**src/rtl/dlsq_pkg.sv**
```systemverilog
// Package for the delta-list sleep queue: queue sizing, entry layout,
// request/result codes and the ring index helper.
// No dependencies.
package dlsq_pkg;

	localparam int QUEUE_DEPTH = 16;
	localparam int WAKE_LIMIT  = 16;

	localparam int IDX_W = $clog2(QUEUE_DEPTH);
	localparam int CNT_W = $clog2(QUEUE_DEPTH + 1);

	typedef logic [7:0]       tid_t;
	typedef logic [31:0]      ticks_t;
	typedef logic [IDX_W-1:0] idx_t;
	typedef logic [CNT_W-1:0] cnt_t;

	typedef struct packed {
		ticks_t delta;
		tid_t   thread;
	} entry_t;

	localparam logic REQ_TICK    = 1'b0;
	localparam logic REQ_INSERT  = 1'b1;
	localparam logic KIND_ACK    = 1'b0;
	localparam logic KIND_WAKE   = 1'b1;
	localparam logic STATUS_OK   = 1'b0;
	localparam logic STATUS_FULL = 1'b1;

	// Ring position of a list place counted from the head.
	// head < depth and place <= depth, so one conditional subtract is enough.
	function automatic idx_t ring_idx(input idx_t head, input cnt_t place);
		logic [CNT_W+1:0] s;
		begin
			s = (CNT_W+2)'(head) + (CNT_W+2)'(place);
			if (s >= (CNT_W+2)'(QUEUE_DEPTH)) begin
				s = s - (CNT_W+2)'(QUEUE_DEPTH);
			end
			return s[IDX_W-1:0];
		end
	endfunction

endpackage

```
**src/rtl/delta_list_sleep_queue.sv**
```systemverilog
// Delta-list sleep queue, top level: sequencer, ring memory and output register.
// Depends on dlsq_pkg.
//
// Sleeping threads are held in a ring of QUEUE_DEPTH entries, each holding a
// thread id and its wait in ticks after the entry before it. An insert item
// (req_type = 1) walks the list from the head one entry per cycle, adding up
// deltas, and places the thread before the first entry whose running sum is
// above its wait (ties go behind); that entry keeps its own wake time because
// its delta is split. A zero wait counts as one tick. Every insert returns one
// acknowledgement item, with insert_status set when the queue was full and the
// thread was dropped. A tick item (req_type = 0) takes one off the head delta
// (holding at zero) and then hands out every leading thread whose delta is
// zero, up to WAKE_LIMIT per tick, as woken items; last_of_run marks the final
// one. A tick on an empty queue, or one that wakes nobody, returns nothing.
// One item is worked on at a time and in_stall stays high until its work is
// done. Timing is set by the single read port of the entry memory, one entry
// per cycle: an insert walks the list up to its place, shifts the tail, writes
// the new entry, gives the acknowledgement and goes back to idle, so its time
// does not depend on the place; an insert into a full queue goes straight to
// the acknowledgement. A tick decrements the head delta and then hands out the
// woken threads; the work waits while out_stall holds a result back.
module delta_list_sleep_queue (
	input  logic                clk,
	input  logic                arst_n,
	input  logic                in_valid,
	output logic                in_stall,
	input  logic                req_type,
	input  dlsq_pkg::tid_t      thread_id,
	input  dlsq_pkg::ticks_t    sleep_ticks,
	output logic                out_valid,
	input  logic                out_stall,
	output logic                result_kind,
	output dlsq_pkg::tid_t      woken_id,
	output logic                insert_status,
	output logic                last_of_run
);
	import dlsq_pkg::*;

	// sequencer states
	localparam logic [2:0] ST_IDLE  = 3'd0;
	localparam logic [2:0] ST_WALK  = 3'd1; // insert: find place
	localparam logic [2:0] ST_SHIFT = 3'd2; // insert: move tail up one
	localparam logic [2:0] ST_FIN   = 3'd3; // insert: write new entry
	localparam logic [2:0] ST_ACK   = 3'd4; // insert: give acknowledgement
	localparam logic [2:0] ST_TDEC  = 3'd5; // tick: decrement head delta
	localparam logic [2:0] ST_TWAKE = 3'd6; // tick: hand out woken threads

	logic [2:0] state_q;
	idx_t       head_q;
	cnt_t       count_q;

	// entry memory, one write and one registered read per cycle
	entry_t mem_q [QUEUE_DEPTH];
	entry_t rdata_q;
	idx_t   raddr;
	logic   wr_en;
	idx_t   waddr;
	entry_t wdata;

	// insert working registers
	ticks_t ticks_q;
	tid_t   tid_q;
	ticks_t sum_q;
	cnt_t   idx_q;
	cnt_t   pos_q;
	cnt_t   sh_q;
	ticks_t newdelta_q;
	ticks_t split_q;
	logic   st_q;

	// tick working registers
	cnt_t woken_q;
	tid_t cur_tid_q;

	// output register
	logic out_valid_q;
	logic kind_q;
	tid_t id_q;
	logic status_q;
	logic last_q;

	logic        in_acc;
	logic        out_free;
	logic        out_load;
	logic [32:0] nsum;
	logic        at_end;
	logic        found;
	ticks_t      dnew;
	logic        next_wakes;

	assign in_stall = (state_q != ST_IDLE);
	assign in_acc   = in_valid && !in_stall;
	assign out_free = !out_valid_q || !out_stall;
	// a result goes into the output register this cycle
	assign out_load = out_free && ((state_q == ST_ACK) || (state_q == ST_TWAKE));

	assign out_valid     = out_valid_q;
	assign result_kind   = kind_q;
	assign woken_id      = id_q;
	assign insert_status = status_q;
	assign last_of_run   = last_q;

	// walk: running sum, place found when the wait falls short of it
	assign nsum   = {1'b0, sum_q} + {1'b0, rdata_q.delta};
	assign at_end = (idx_q == count_q);
	assign found  = !at_end && ({1'b0, ticks_q} < nsum);

	assign dnew = (rdata_q.delta == '0) ? '0 : rdata_q.delta - 32'd1;

	// rdata_q holds the entry just behind the current woken one
	assign next_wakes = (woken_q < count_q) && (int'(woken_q) < WAKE_LIMIT)
		&& (rdata_q.delta == '0);

	// read address and write port
	always_comb begin
		raddr = head_q;
		wr_en = 1'b0;
		waddr = head_q;
		wdata = rdata_q;
		unique case (state_q)
			ST_IDLE: begin
				raddr = head_q;
			end
			ST_WALK: begin
				raddr = found ? ring_idx(head_q, count_q - cnt_t'(1))
					: ring_idx(head_q, idx_q + cnt_t'(1));
			end
			ST_SHIFT: begin
				if (sh_q != pos_q) begin
					raddr = ring_idx(head_q, sh_q - cnt_t'(1));
				end
				wr_en = 1'b1;
				waddr = ring_idx(head_q, sh_q + cnt_t'(1));
				wdata = (sh_q == pos_q) ? entry_t'{delta: split_q, thread: rdata_q.thread}
					: rdata_q;
			end
			ST_FIN: begin
				wr_en = 1'b1;
				waddr = ring_idx(head_q, pos_q);
				wdata = '{delta: newdelta_q, thread: tid_q};
			end
			ST_ACK: begin
				raddr = head_q;
			end
			ST_TDEC: begin
				raddr = ring_idx(head_q, cnt_t'(1));
				wr_en = 1'b1;
				waddr = head_q;
				wdata = '{delta: dnew, thread: rdata_q.thread};
			end
			ST_TWAKE: begin
				raddr = (out_free && next_wakes) ? ring_idx(head_q, woken_q + cnt_t'(1))
					: ring_idx(head_q, woken_q);
			end
			default: begin
				raddr = head_q;
			end
		endcase
	end

	always_ff @(posedge clk) begin
		if (wr_en) begin
			mem_q[waddr] <= wdata;
		end
		rdata_q <= mem_q[raddr];
	end

	// sequencer and control
	always_ff @(posedge clk or negedge arst_n) begin
		if (!arst_n) begin
			state_q     <= ST_IDLE;
			head_q      <= '0;
			count_q     <= '0;
			out_valid_q <= 1'b0;
		end else begin
			if (out_load) begin
				out_valid_q <= 1'b1;
			end else if (!out_stall) begin
				out_valid_q <= 1'b0;
			end
			unique case (state_q)
				ST_IDLE: begin
					if (in_acc) begin
						if (req_type == REQ_INSERT) begin
							state_q <= (int'(count_q) >= QUEUE_DEPTH) ? ST_ACK : ST_WALK;
						end else if (count_q != '0) begin
							state_q <= ST_TDEC;
						end
					end
				end
				ST_WALK: begin
					if (at_end) begin
						state_q <= ST_FIN;
					end else if (found) begin
						state_q <= ST_SHIFT;
					end
				end
				ST_SHIFT: begin
					if (sh_q == pos_q) begin
						state_q <= ST_FIN;
					end
				end
				ST_FIN: begin
					count_q <= count_q + cnt_t'(1);
					state_q <= ST_ACK;
				end
				ST_ACK: begin
					if (out_free) begin
						state_q <= ST_IDLE;
					end
				end
				ST_TDEC: begin
					state_q <= (dnew == '0) ? ST_TWAKE : ST_IDLE;
				end
				ST_TWAKE: begin
					if (out_free) begin
						if (!next_wakes) begin
							head_q  <= ring_idx(head_q, woken_q);
							count_q <= count_q - woken_q;
							state_q <= ST_IDLE;
						end
					end
				end
				default: begin
					state_q <= ST_IDLE;
				end
			endcase
		end
	end

	// datapath registers
	always_ff @(posedge clk) begin
		unique case (state_q)
			ST_IDLE: begin
				ticks_q <= (sleep_ticks == '0) ? 32'd1 : sleep_ticks;
				tid_q   <= thread_id;
				sum_q   <= '0;
				idx_q   <= '0;
				st_q    <= (int'(count_q) >= QUEUE_DEPTH) ? STATUS_FULL : STATUS_OK;
			end
			ST_WALK: begin
				if (at_end) begin
					newdelta_q <= ticks_q - sum_q;
					pos_q      <= count_q;
				end else if (found) begin
					newdelta_q <= ticks_q - sum_q;
					split_q    <= nsum[31:0] - ticks_q;
					pos_q      <= idx_q;
					sh_q       <= count_q - cnt_t'(1);
				end else begin
					sum_q <= nsum[31:0];
					idx_q <= idx_q + cnt_t'(1);
				end
			end
			ST_SHIFT: begin
				sh_q <= sh_q - cnt_t'(1);
			end
			ST_ACK: begin
				if (out_free) begin
					kind_q   <= KIND_ACK;
					id_q     <= '0;
					status_q <= st_q;
					last_q   <= 1'b1;
				end
			end
			ST_TDEC: begin
				cur_tid_q <= rdata_q.thread;
				woken_q   <= cnt_t'(1);
			end
			ST_TWAKE: begin
				if (out_free) begin
					kind_q   <= KIND_WAKE;
					id_q     <= cur_tid_q;
					status_q <= STATUS_OK;
					last_q   <= !next_wakes;
					if (next_wakes) begin
						cur_tid_q <= rdata_q.thread;
						woken_q   <= woken_q + cnt_t'(1);
					end
				end
			end
			default: begin
			end
		endcase
	end

	// checks
	a_count_bound: assert property (@(posedge clk) disable iff (!arst_n)
		int'(count_q) <= QUEUE_DEPTH)
		else $error("entry count above queue depth");

	a_walk_sum: assert property (@(posedge clk) disable iff (!arst_n)
		(state_q == ST_WALK) |-> (sum_q <= ticks_q))
		else $error("running sum passed the wait during walk");

	a_woken_bound: assert property (@(posedge clk) disable iff (!arst_n)
		(state_q == ST_TWAKE) |-> (woken_q <= count_q && woken_q != '0))
		else $error("woken count out of range");

	a_out_source: assert property (@(posedge clk) disable iff (!arst_n)
		$rose(out_valid_q) |-> ($past(state_q) == ST_ACK || $past(state_q) == ST_TWAKE))
		else $error("result raised outside acknowledge or wake");

	a_full_drop: assert property (@(posedge clk) disable iff (!arst_n)
		(in_acc && req_type == REQ_INSERT && int'(count_q) >= QUEUE_DEPTH)
		|=> (count_q == $past(count_q)))
		else $error("full queue took an insert");

endmodule
```
**config.mk**
```make
export PLATFORM = sky130hd
export DESIGN_NAME = delta_list_sleep_queue
export DESIGN_NICKNAME = d
export VERILOG_FILES = /design/src/rtl/dlsq_pkg.sv /design/src/rtl/delta_list_sleep_queue.sv
export SDC_FILE = /design/constraint.sdc
export NUM_CORES = 1
export LEC_CHECK = 0
export BUFFER_PORTS_ARGS = -buffer_cell sky130_fd_sc_hd__buf_2
export CAP_MARGIN = 25
export CORE_MARGIN = 5
export CORE_UTILIZATION = 55
export CTS_CLUSTER_SIZE = 20
export DETAILED_ROUTE_END_ITERATION = 10
export PLACE_DENSITY = 0.78
export SLEW_MARGIN = 20
export SYNTH_ARGS = -nofsm -noshare
export SYNTH_HDL_FRONTEND = slang
export SYNTH_SLANG_ARGS = --single-unit
export TNS_END_PERCENT = 5
```
**constraint.sdc**
```tcl
create_clock -name clk -period 10.3 [get_ports clk]
set_input_delay 0.515 -clock clk [delete_from_list [all_inputs] [get_ports clk]]
set_output_delay 0.515 -clock clk [all_outputs]
set_load 0.01 [all_outputs]
```
---- Word level (Yosys, flattened, before mapping) ----
Memories as Yosys holds them, arrays and structs flattened. A register that Yosys moved wholly into a read port is not among the register bits.
Cells that the tools add are included.
storage, ports and cells
  register bits after elaboration ......... 189
  memory bits (writable) .................. 640
  bits of input ports ..................... 45
  output and inout port bits .............. 13
  word-level logic and storage cells ...... 183
  memories ................................ 1
cells by class
  $add $sub $neg .......................... 27
  order comparisons ....................... 12
  eq/ne operators ......................... 21
  multiplexer cells ....................... 66
  bitwise operators ....................... 2
  reductions and logical operators ........ 35
memories
  memory  words  width  read ports  clocked after memory_dff  wr ports  RTL line                      text
  mem_q   16     40     1           1                         1         delta_list_sleep_queue.sv:53  entry_t mem_q [QUEUE_DEPTH];
operators by type and width
  operator                 count
  $mux W32                 5
  $pmux W40 S3             1
  $logic_not A32 Y1        3
  $pmux W32 S2             1
  $sub A32 B32 Y32         2
  $mux W5                  10
  $mux W4                  11
  $add A4 B5 Y6            7
  $ge A6 B5 Y1 const B     7
  $mux W40                 1
  $pmux W5 S2              4
  $add A32 B32 Y33         1
  $lt A32 B33 Y1           1
  $mux W3                  11
  $mux W8                  4
  $pmux W8 S2              2
  $sub A32 B1 Y32 const B  1
  $sub A4 B1 Y4 const B    8
  $pmux W3 S7              1
  $reduce_and A3 Y1        7
  $add A5 B1 Y5 const B    4
  $ne A2 B2 Y1 const B     9
  $pmux W4 S4              1
  $reduce_bool A2 Y1       6
  26 further kinds         55

---- Logic depth before layout (Yosys ltp) ----
Gate-level depths: netlist (run 1).
  depth after elaboration ................. 6
  depth in mapped cells ................... 38
  gate-level depth less buffers ........... 36

---- Worst setup path after synthesis (run 1) ----
Ideal clock, no wire load.
  kind .................................... reg2reg
  from .................................... register sum_q[0]
  to ...................................... register idx_q[0], enable pin
  library setup time ...................... 0.483 ns
  data arrival time ....................... 7.282 ns
  data required time ...................... 9.817 ns
  slack ................................... 2.536 ns
  cell stages (with the launch flop) ...... 22
  path buffers ............................ 0
  period minus slack after synthesis ...... 7.764 ns
  cell sequence ........................... edfxtp_1 > ha_1 > inv_1 > fa_1 > nor2b_4 > o31a_1 > o41a_4 > a41o_4 > a211oi_4 > o41ai_2 > a21o_1 > a21oi_1 > xor2_1 > inv_1 > ha_1 > nand4_1 > or3_1 > a221o_1 > a41oi_1 > a21boi_4 > nand2_1 > o21ai_0
on the way
  longest elaborated chain between the ends .. 5
ends and longest elaborated chain
  element                             RTL line                       text
  start: declaration                  delta_list_sleep_queue.sv:63   ticks_t sum_q;
  start signal: assignment            delta_list_sleep_queue.sv:251  sum_q <= nsum[31:0];
  $add A32 B32 Y33                    delta_list_sleep_queue.sv:104  assign nsum = {1'b0, sum_q} + {1'b0, rdata_q.delta};
  via nsum[30]                        delta_list_sleep_queue.sv:85   logic [32:0] nsum;
  $lt A32 B33 Y1                      delta_list_sleep_queue.sv:106  assign found = !at_end && ({1'b0, ticks_q} < nsum);
  $logic_and A1 B1 Y1                 delta_list_sleep_queue.sv:106
  $ne A2 B2 Y1 (no source line)       -
  $reduce_and A3 Y1 (no source line)  -
  end signal: assignment              delta_list_sleep_queue.sv:252  idx_q <= idx_q + cnt_t'(1);
  end: declaration                    delta_list_sleep_queue.sv:64   cnt_t idx_q;
The timed path passes the listed nets, and every way through them passes these cells.
A chain may end at the register's enable or synchronous reset.

---- Worst setup path in the final report (run 1) ----
  from .................................... register rdata_q[13] (netlist name)
  to ...................................... register rdata_q[11] (netlist name)
on the way
  longest elaborated chain between the ends .. 5
  elaborated cells on any way between the ends .. 9
  those cells by class .................... 1 x add/sub; 1 x order compare; 3 x mux; 4 x reduce/logical
ends and longest elaborated chain
  element              RTL line                       text
  $add A32 B32 Y33     delta_list_sleep_queue.sv:104
  via nsum[29]         delta_list_sleep_queue.sv:85
  $lt A32 B33 Y1       delta_list_sleep_queue.sv:106
  $logic_and A1 B1 Y1  delta_list_sleep_queue.sv:106
  $mux W4              delta_list_sleep_queue.sv:125  raddr = found ? ring_idx(head_q, count_q - cnt_t'(1))
  $pmux W4 S4          delta_list_sleep_queue.sv:120  unique case (state_q)
The timed path passes the listed nets, and every way through them passes these cells.

==> results by group, run 1 <==
Worst setup path
  • Worst Path Class, Setup: reg -> reg
  • Worst Setup End Kind: flip-flop
  • Slowest CP cell: dfxtp_1
  • Worst Path Required: 10790 ps
  • Worst Path Arrival: 9770 ps
  • Crit-path max cell delay: 660 ps
  • Most frequent CP cell: a21oi_1
  • Critical-path maximum fanout: 27
  • Worst setup SP type: flip-flop

Status
  • Status: complete, no violations

Synth
  • Synth top area cells: edfxtp_1, mux2i_1, ha_1
  • Distinct cells, synth: 77
  • Number of synthesized flops with an enable pin: 816
  • #FFs+latches synth: 869
  • Synth Instances: 3012
  • Seq/Total Area, Yosys: 0.612
  • Syn_nets: 3218
  • Ys Warns: 0
  • Async set-reset flop share out of synthesis: 0.0150
  • Syn Std Cell Area: 41800 sq um
  • Top_reg_cell synth: edfxtp_1
  • Avg Cell Area, Syn: 13.9 sq um
  • Post-synth top area share: 0.586
  • Synth area leader: edfxtp_1

CTS
  • Post-CTS resize count: 0
  • Clock latency on the worst-skew pair: 650 ps
  • Sink Count: 869
  • Cts bufs inserted: 86
  • # hold bufs at CTS: 1
  • CTS tree: done
  • Post-CTS setup buffers: 0
  • Clk buf depth: 3
  • H-tree Lvls: 3
  • Clock transition at the registers of the reported paths: 60 ps
  • Clock root buffer: clkbuf_16

STA
  • Tmin final: 9280 ps
  • Final TNS setup: 0 ps
  • Fmax: 108 MHz
  • Final Skew: 30.4 ps
  • Fin. max-slew vios: 0
  • Unrepaired setup endpoints after global routing: no
  • Worst slew pin tran: 1050 ps
  • Period utilisation layout: 0.901
  • Relative slew slack: 0.299
  • Final hold vios: 0
  • Final setup fails: 0

Floorplan
  • Starting Density: 0.553
  • Chip Width: 286 um
  • Core box area: 75700 sq um
  • DIE AREA: 81700 sq um
  • Die height: 286 um
  • Row count: 101
  • I/O Pins: 58

Global route
  • Initial antenna violation count: 0
  • Grt ovf: 0
  • GRT Overall Usage: 0.241
  • Vias in the first global route: 25.4k
  • First-pass GRT wire length: 152000 um
  • Largest net degree at the start of global routing: 43

Finish
  • Register area: 25600 sq um
  • Inserted Diodes: 0
  • Commonest non-fill, non-tap cell in the layout: edfxtp_1
  • Layout cells sized above 1: 0.103
  • Area added between synthesis and finish: 10.9%
  • # fillers: 5453
  • Area occupied by multi-input gates: 15000 sq um
  • Most frequent cells in the layout: edfxtp_1, mux2i_1, ha_1
  • Nets@finish: 3280

Detailed routing
  • Routed vias/inst: 6.16
  • Initial DRC Count: 2694
  • TritonRoute pass-1 iters: 6
  • Drt wl/cell: 24.4 um
  • Vias: 25.4k
  • # DRC: 0
  • Final ANT Viol Nets: 0
  • DRT Wirelength: 100000 um

Place
  • GPL Wtd Cong: 0.985
  • Port Buffer Count: 57
  • Post-DP HPWL: 64400 um

Hold path
  • Worst Hold Class: in -> reg

Flow run
  • Maximum Capacitance Violations: 0
## worst max-delay path: cells and delay by family (launching register included)
| kind | cells | cell delay [ps] |
|---|---|---|
| and+or+nand+nor | 6 | 1190 |
| xor gates and xnor gates | 2 | 500 |
| adders and majority gates | 3 | 1050 |
| buffers and inverters | 3 | 640 |
| DFF | 1 | 660 |
| muxes | 2 | 540 |
| AOI/OAI and AO/OA | 18 | 4500 |
## through the flow
stage / cells / instance area [sq um] / utilization / hold slack (ps) / worst slack [ps]
after global routing: 4125 / 46400 / 0.613 / 23.6 / 451
after global placement: 3960 / 43500 / 0.574 / 413 / 1550
after CTS: 4122 / 46400 / 0.613 / 19.2 / 1260
final: 4125 / 46400 / 0.613 / 54.8 / 1020
after floorplan: 3012 / 41800 / - / 219 / 2540
after detailed placement: 3960 / 43500 / 0.574 / 412 / 1400
## flip-flops by register name, summed over array words and instances (netlist names), 3 cells and up
| register | count |
|---|---|
| mem_q | 640 |
| rdata_q | 40 |
| cur_tid_q | 8 |
| woken_id | 8 |
| count_q | 5 |
| idx_q | 5 |
| ticks_q | 32 |
| tid_q | 8 |
| head_q | 4 |
| pos_q | 5 |
| state_q | 3 |
| split_q | 32 |
| woken_q | 5 |
| newdelta_q | 32 |
| sh_q | 5 |
| sum_q | 32 |
## cell type report
cell class / instances / share of cell area
inverters: 137 / 0.0111
clock inverters: 44 / 0.0117
flip-flops and latches: 869 / 0.552
clock buffers: 117 / 0.0508
multi-input cells: 1844 / 0.324
repair buffers: 136 / 0.0238
well taps: 978 / 0.0264
## path summary, 6_finish.rpt
| path | from | end | slack (ps) | cells after the start |
|---|---|---|---|---|
| max | rdata_q[13] | rdata_q[11] | 1020 | 34 |
| min | sleep_ticks[15] | ticks_q[15] | 50 | 1 |
| max reg2reg | rdata_q[13] | rdata_q[11] | 1020 | 34 |
| min reg2reg | rdata_q[6] | cur_tid_q[6] | 430 | 0 |
| max in group asynchronous | arst_n | state_q[2] | 9640 | 2 |
| min in group asynchronous | arst_n | count_q[2] | 360 | 2 |
## per-layer routing
layer / up-vias / routed length (um) / global-route usage
li1: 11500 / - / -
met1: 12700 / 42300 / 0.340
met2: 1071 / 47500 / 0.396
met3: 175 / 7720 / 0.0328
met4: 0 / 2890 / 0.0725
met5: - / 0 / 0
## logic make-up (layout without fill, tap and decap cells)
group | after synthesis | count (layout) | synth area share
flip-flops | 869 | 869 | 0.612
AND/OR/NAND/NOR | 473 | 473 | 0.0541
XOR/XNOR | 135 | 135 | 0.0283
buffers and inverters | 299 | 434 | 0.0336
multiplexers | 627 | 627 | 0.150
adder cells (fa/ha/maj) | 161 | 161 | 0.0498
AO/OA/AOI/OAI | 448 | 448 | 0.0715
## Yosys cell counts, types with 46 or more instances
cell	count
a21o_1	49
a21oi_1	120
clkbuf_1	104
edfxtp_1	816
ha_1	152
inv_1	137
mux2i_1	615
nand2_1	112
nor2_1	157
o21ai_0	93
xnor2_1	89
xor2_1	46
Power of run 1 is not shown: default switching activity piles up to over one toggle a cycle in this logic, so the estimate is an artifact.
==> run 2, diff against run 1 <==
--- a/config.mk
+++ b/config.mk
@@ -11,7 +11,7 @@
 export CORE_UTILIZATION = 55
 export CTS_CLUSTER_SIZE = 20
 export DETAILED_ROUTE_END_ITERATION = 10
-export PLACE_DENSITY = 0.78
+export PLACE_DENSITY_LB_ADDON = 0.25
 export SLEW_MARGIN = 20
 export SYNTH_ARGS = -nofsm -noshare
 export SYNTH_HDL_FRONTEND = slang
==> results by group, run 2 (same netlist as run 1, synthesis figures left out) <==
Status
  • Status: complete, no violations

STA
  • Unrepaired setup endpoints after global routing: no
  • Final Skew: 23.0 ps
  • Relative slew slack: 0.261
  • Fmax: 109 MHz
  • Fin. max-slew vios: 0
  • Final TNS setup: 0 ps
  • Final hold vios: 0
  • Worst slew pin tran: 1080 ps
  • Period utilisation layout: 0.887
  • Worst Hold Slack: 63.1 ps
  • Tmin final: 9130 ps
  • Final setup fails: 0
  • PnR worst setup slack: 1170 ps

Global route
  • M3 GR Usage: 0.0263
  • Largest net degree at the start of global routing: 89
  • Grt ovf: 0
  • M2 GR Usage: 0.381
  • First-pass GRT wire length: 146000 um
  • M1 GR Usage: 0.331
  • GRT Overall Usage: 0.232
  • Vias in the first global route: 24.7k
  • Initial antenna violation count: 1
  • GR peak layer: met2

Worst setup path
  • RR Endpoint: rdata_q[15]
  • R2r setup slk: 1170 ps
  • RR Startpoint: rdata_q[13]
  • Most frequent CP cell: a21oi_1
  • Worst Setup End Kind: flip-flop
  • Worst Path Arrival: 9550 ps
  • Worst setup SP type: flip-flop
  • Crit-path max cell delay: 600 ps
  • Worst Path Required: 10710 ps
  • R2r worst-path depth: 34
  • Critical-path maximum fanout: 27
  • Worst Path Class, Setup: reg -> reg
  • Slowest CP cell: dfxtp_1

Finish
  • Area added between synthesis and finish: 10.5%
  • # fillers: 5607
  • Inserted Diodes: 0
  • Max reg flops: 640
  • Most frequent cells in the layout: edfxtp_1, mux2i_1, ha_1
  • Largest registers: mem_q x640, rdata_q x40
  • Nets@finish: 3260
  • Layout cells sized above 1: 0.101
  • Commonest non-fill, non-tap cell in the layout: edfxtp_1
  • Final Cell Area: 46200 sq um
  • Biggest register: mem_q

Detailed routing
  • Final ANT Viol Nets: 0
  • # DRC: 0
  • DRT Wirelength: 96800 um
  • Vias: 25.0k
  • Drt wl/cell: 23.6 um
  • Initial DRC Count: 2285
  • Routed vias/inst: 6.08
  • TritonRoute pass-1 iters: 8

Floorplan
  • Row count: 101
  • Die height: 286 um
  • Core box area: 75700 sq um
  • Starting Density: 0.553
  • I/O Pins: 58
  • Chip Width: 286 um
  • DIE AREA: 81700 sq um

Hold path
  • Worst Hold End: tid_q[5]
  • Hold Startpoint: thread_id[5]
  • Worst Hold Class: in -> reg
  • Hold Crit Depth: 1

CTS
  • Clock latency on the worst-skew pair: 640 ps
  • Sink Count: 869
  • Post-CTS setup buffers: 0
  • Clk buf depth: 3
  • H-tree Lvls: 3
  • Cts bufs inserted: 86
  • Clock transition at the registers of the reported paths: 60 ps
  • Clock root buffer: clkbuf_16
  • Post-CTS resize count: 0
  • CTS tree: done

Place
  • Post-DP HPWL: 61900 um
  • Post-Place Worst Slack: 1340 ps
  • Post-Place Cell Area: 43200 sq um
  • GPL Wtd Cong: 0.924
  • Port Buffer Count: 57

Flow run
  • Maximum Capacitance Violations: 0
[run 2: worst max path at each step]
stage                           start          end  slack [ps]  cells after the start
final                     rdata_q[13]  rdata_q[15]        1170                     34
after global routing      rdata_q[13]  rdata_q[20]         550                     34
after CTS                 rdata_q[13]  rdata_q[20]        1290                     34
after detailed placement     sum_q[0]  rdata_q[15]        1340                     33
after global placement    rdata_q[13]  rdata_q[15]        1510                     33
after floorplan              sum_q[0]     idx_q[0]        2540                     21
[run 2: timing repair]
| action | in CTS | in global routing |
|---|---|---|
| hold buffers | 1 | 0 |
| endpoints found under the hold margin | 13 | 0 |
| setup endpoints to repair | 0 | 0 |
[run 2: critical path, delay by kind of cell, from the launching register on]
kind | cells | cell delay, ps
buf+inv | 3 | 580
mux | 2 | 490
flops | 1 | 600
simple gates | 6 | 1180
compound gates | 18 | 4440
xor+xnor | 2 | 500
fa+ha+maj | 3 | 1030
[run 2: layout make-up]
class,instances,area (sq um),share of cell area
Clock buffer,107,2350,0.0509
Multi-Input combinational cell,1844,15000,0.325
Timing Repair Buffer,116,841,0.0182
Tap cell,978,1220,0.0265
Inverter,137,514,0.0111
Sequential cell,869,25600,0.554
Clock inverter,53,641,0.0139
[run 2: metal layers]
metal	vias up	share of wire
met5	-	0
li1	11400	-
met3	148	0.062
met1	12500	0.44
met2	906	0.47
met4	0	0.024
[run 2: metrics by stage]
stage,cells,utilization
after floorplan,3012,-
after global placement,3938,0.570
after detailed placement,3939,0.571
after CTS,4100,0.610
after global routing,4104,0.611
final,4104,0.611
Power of run 2 is left out for the same reason.
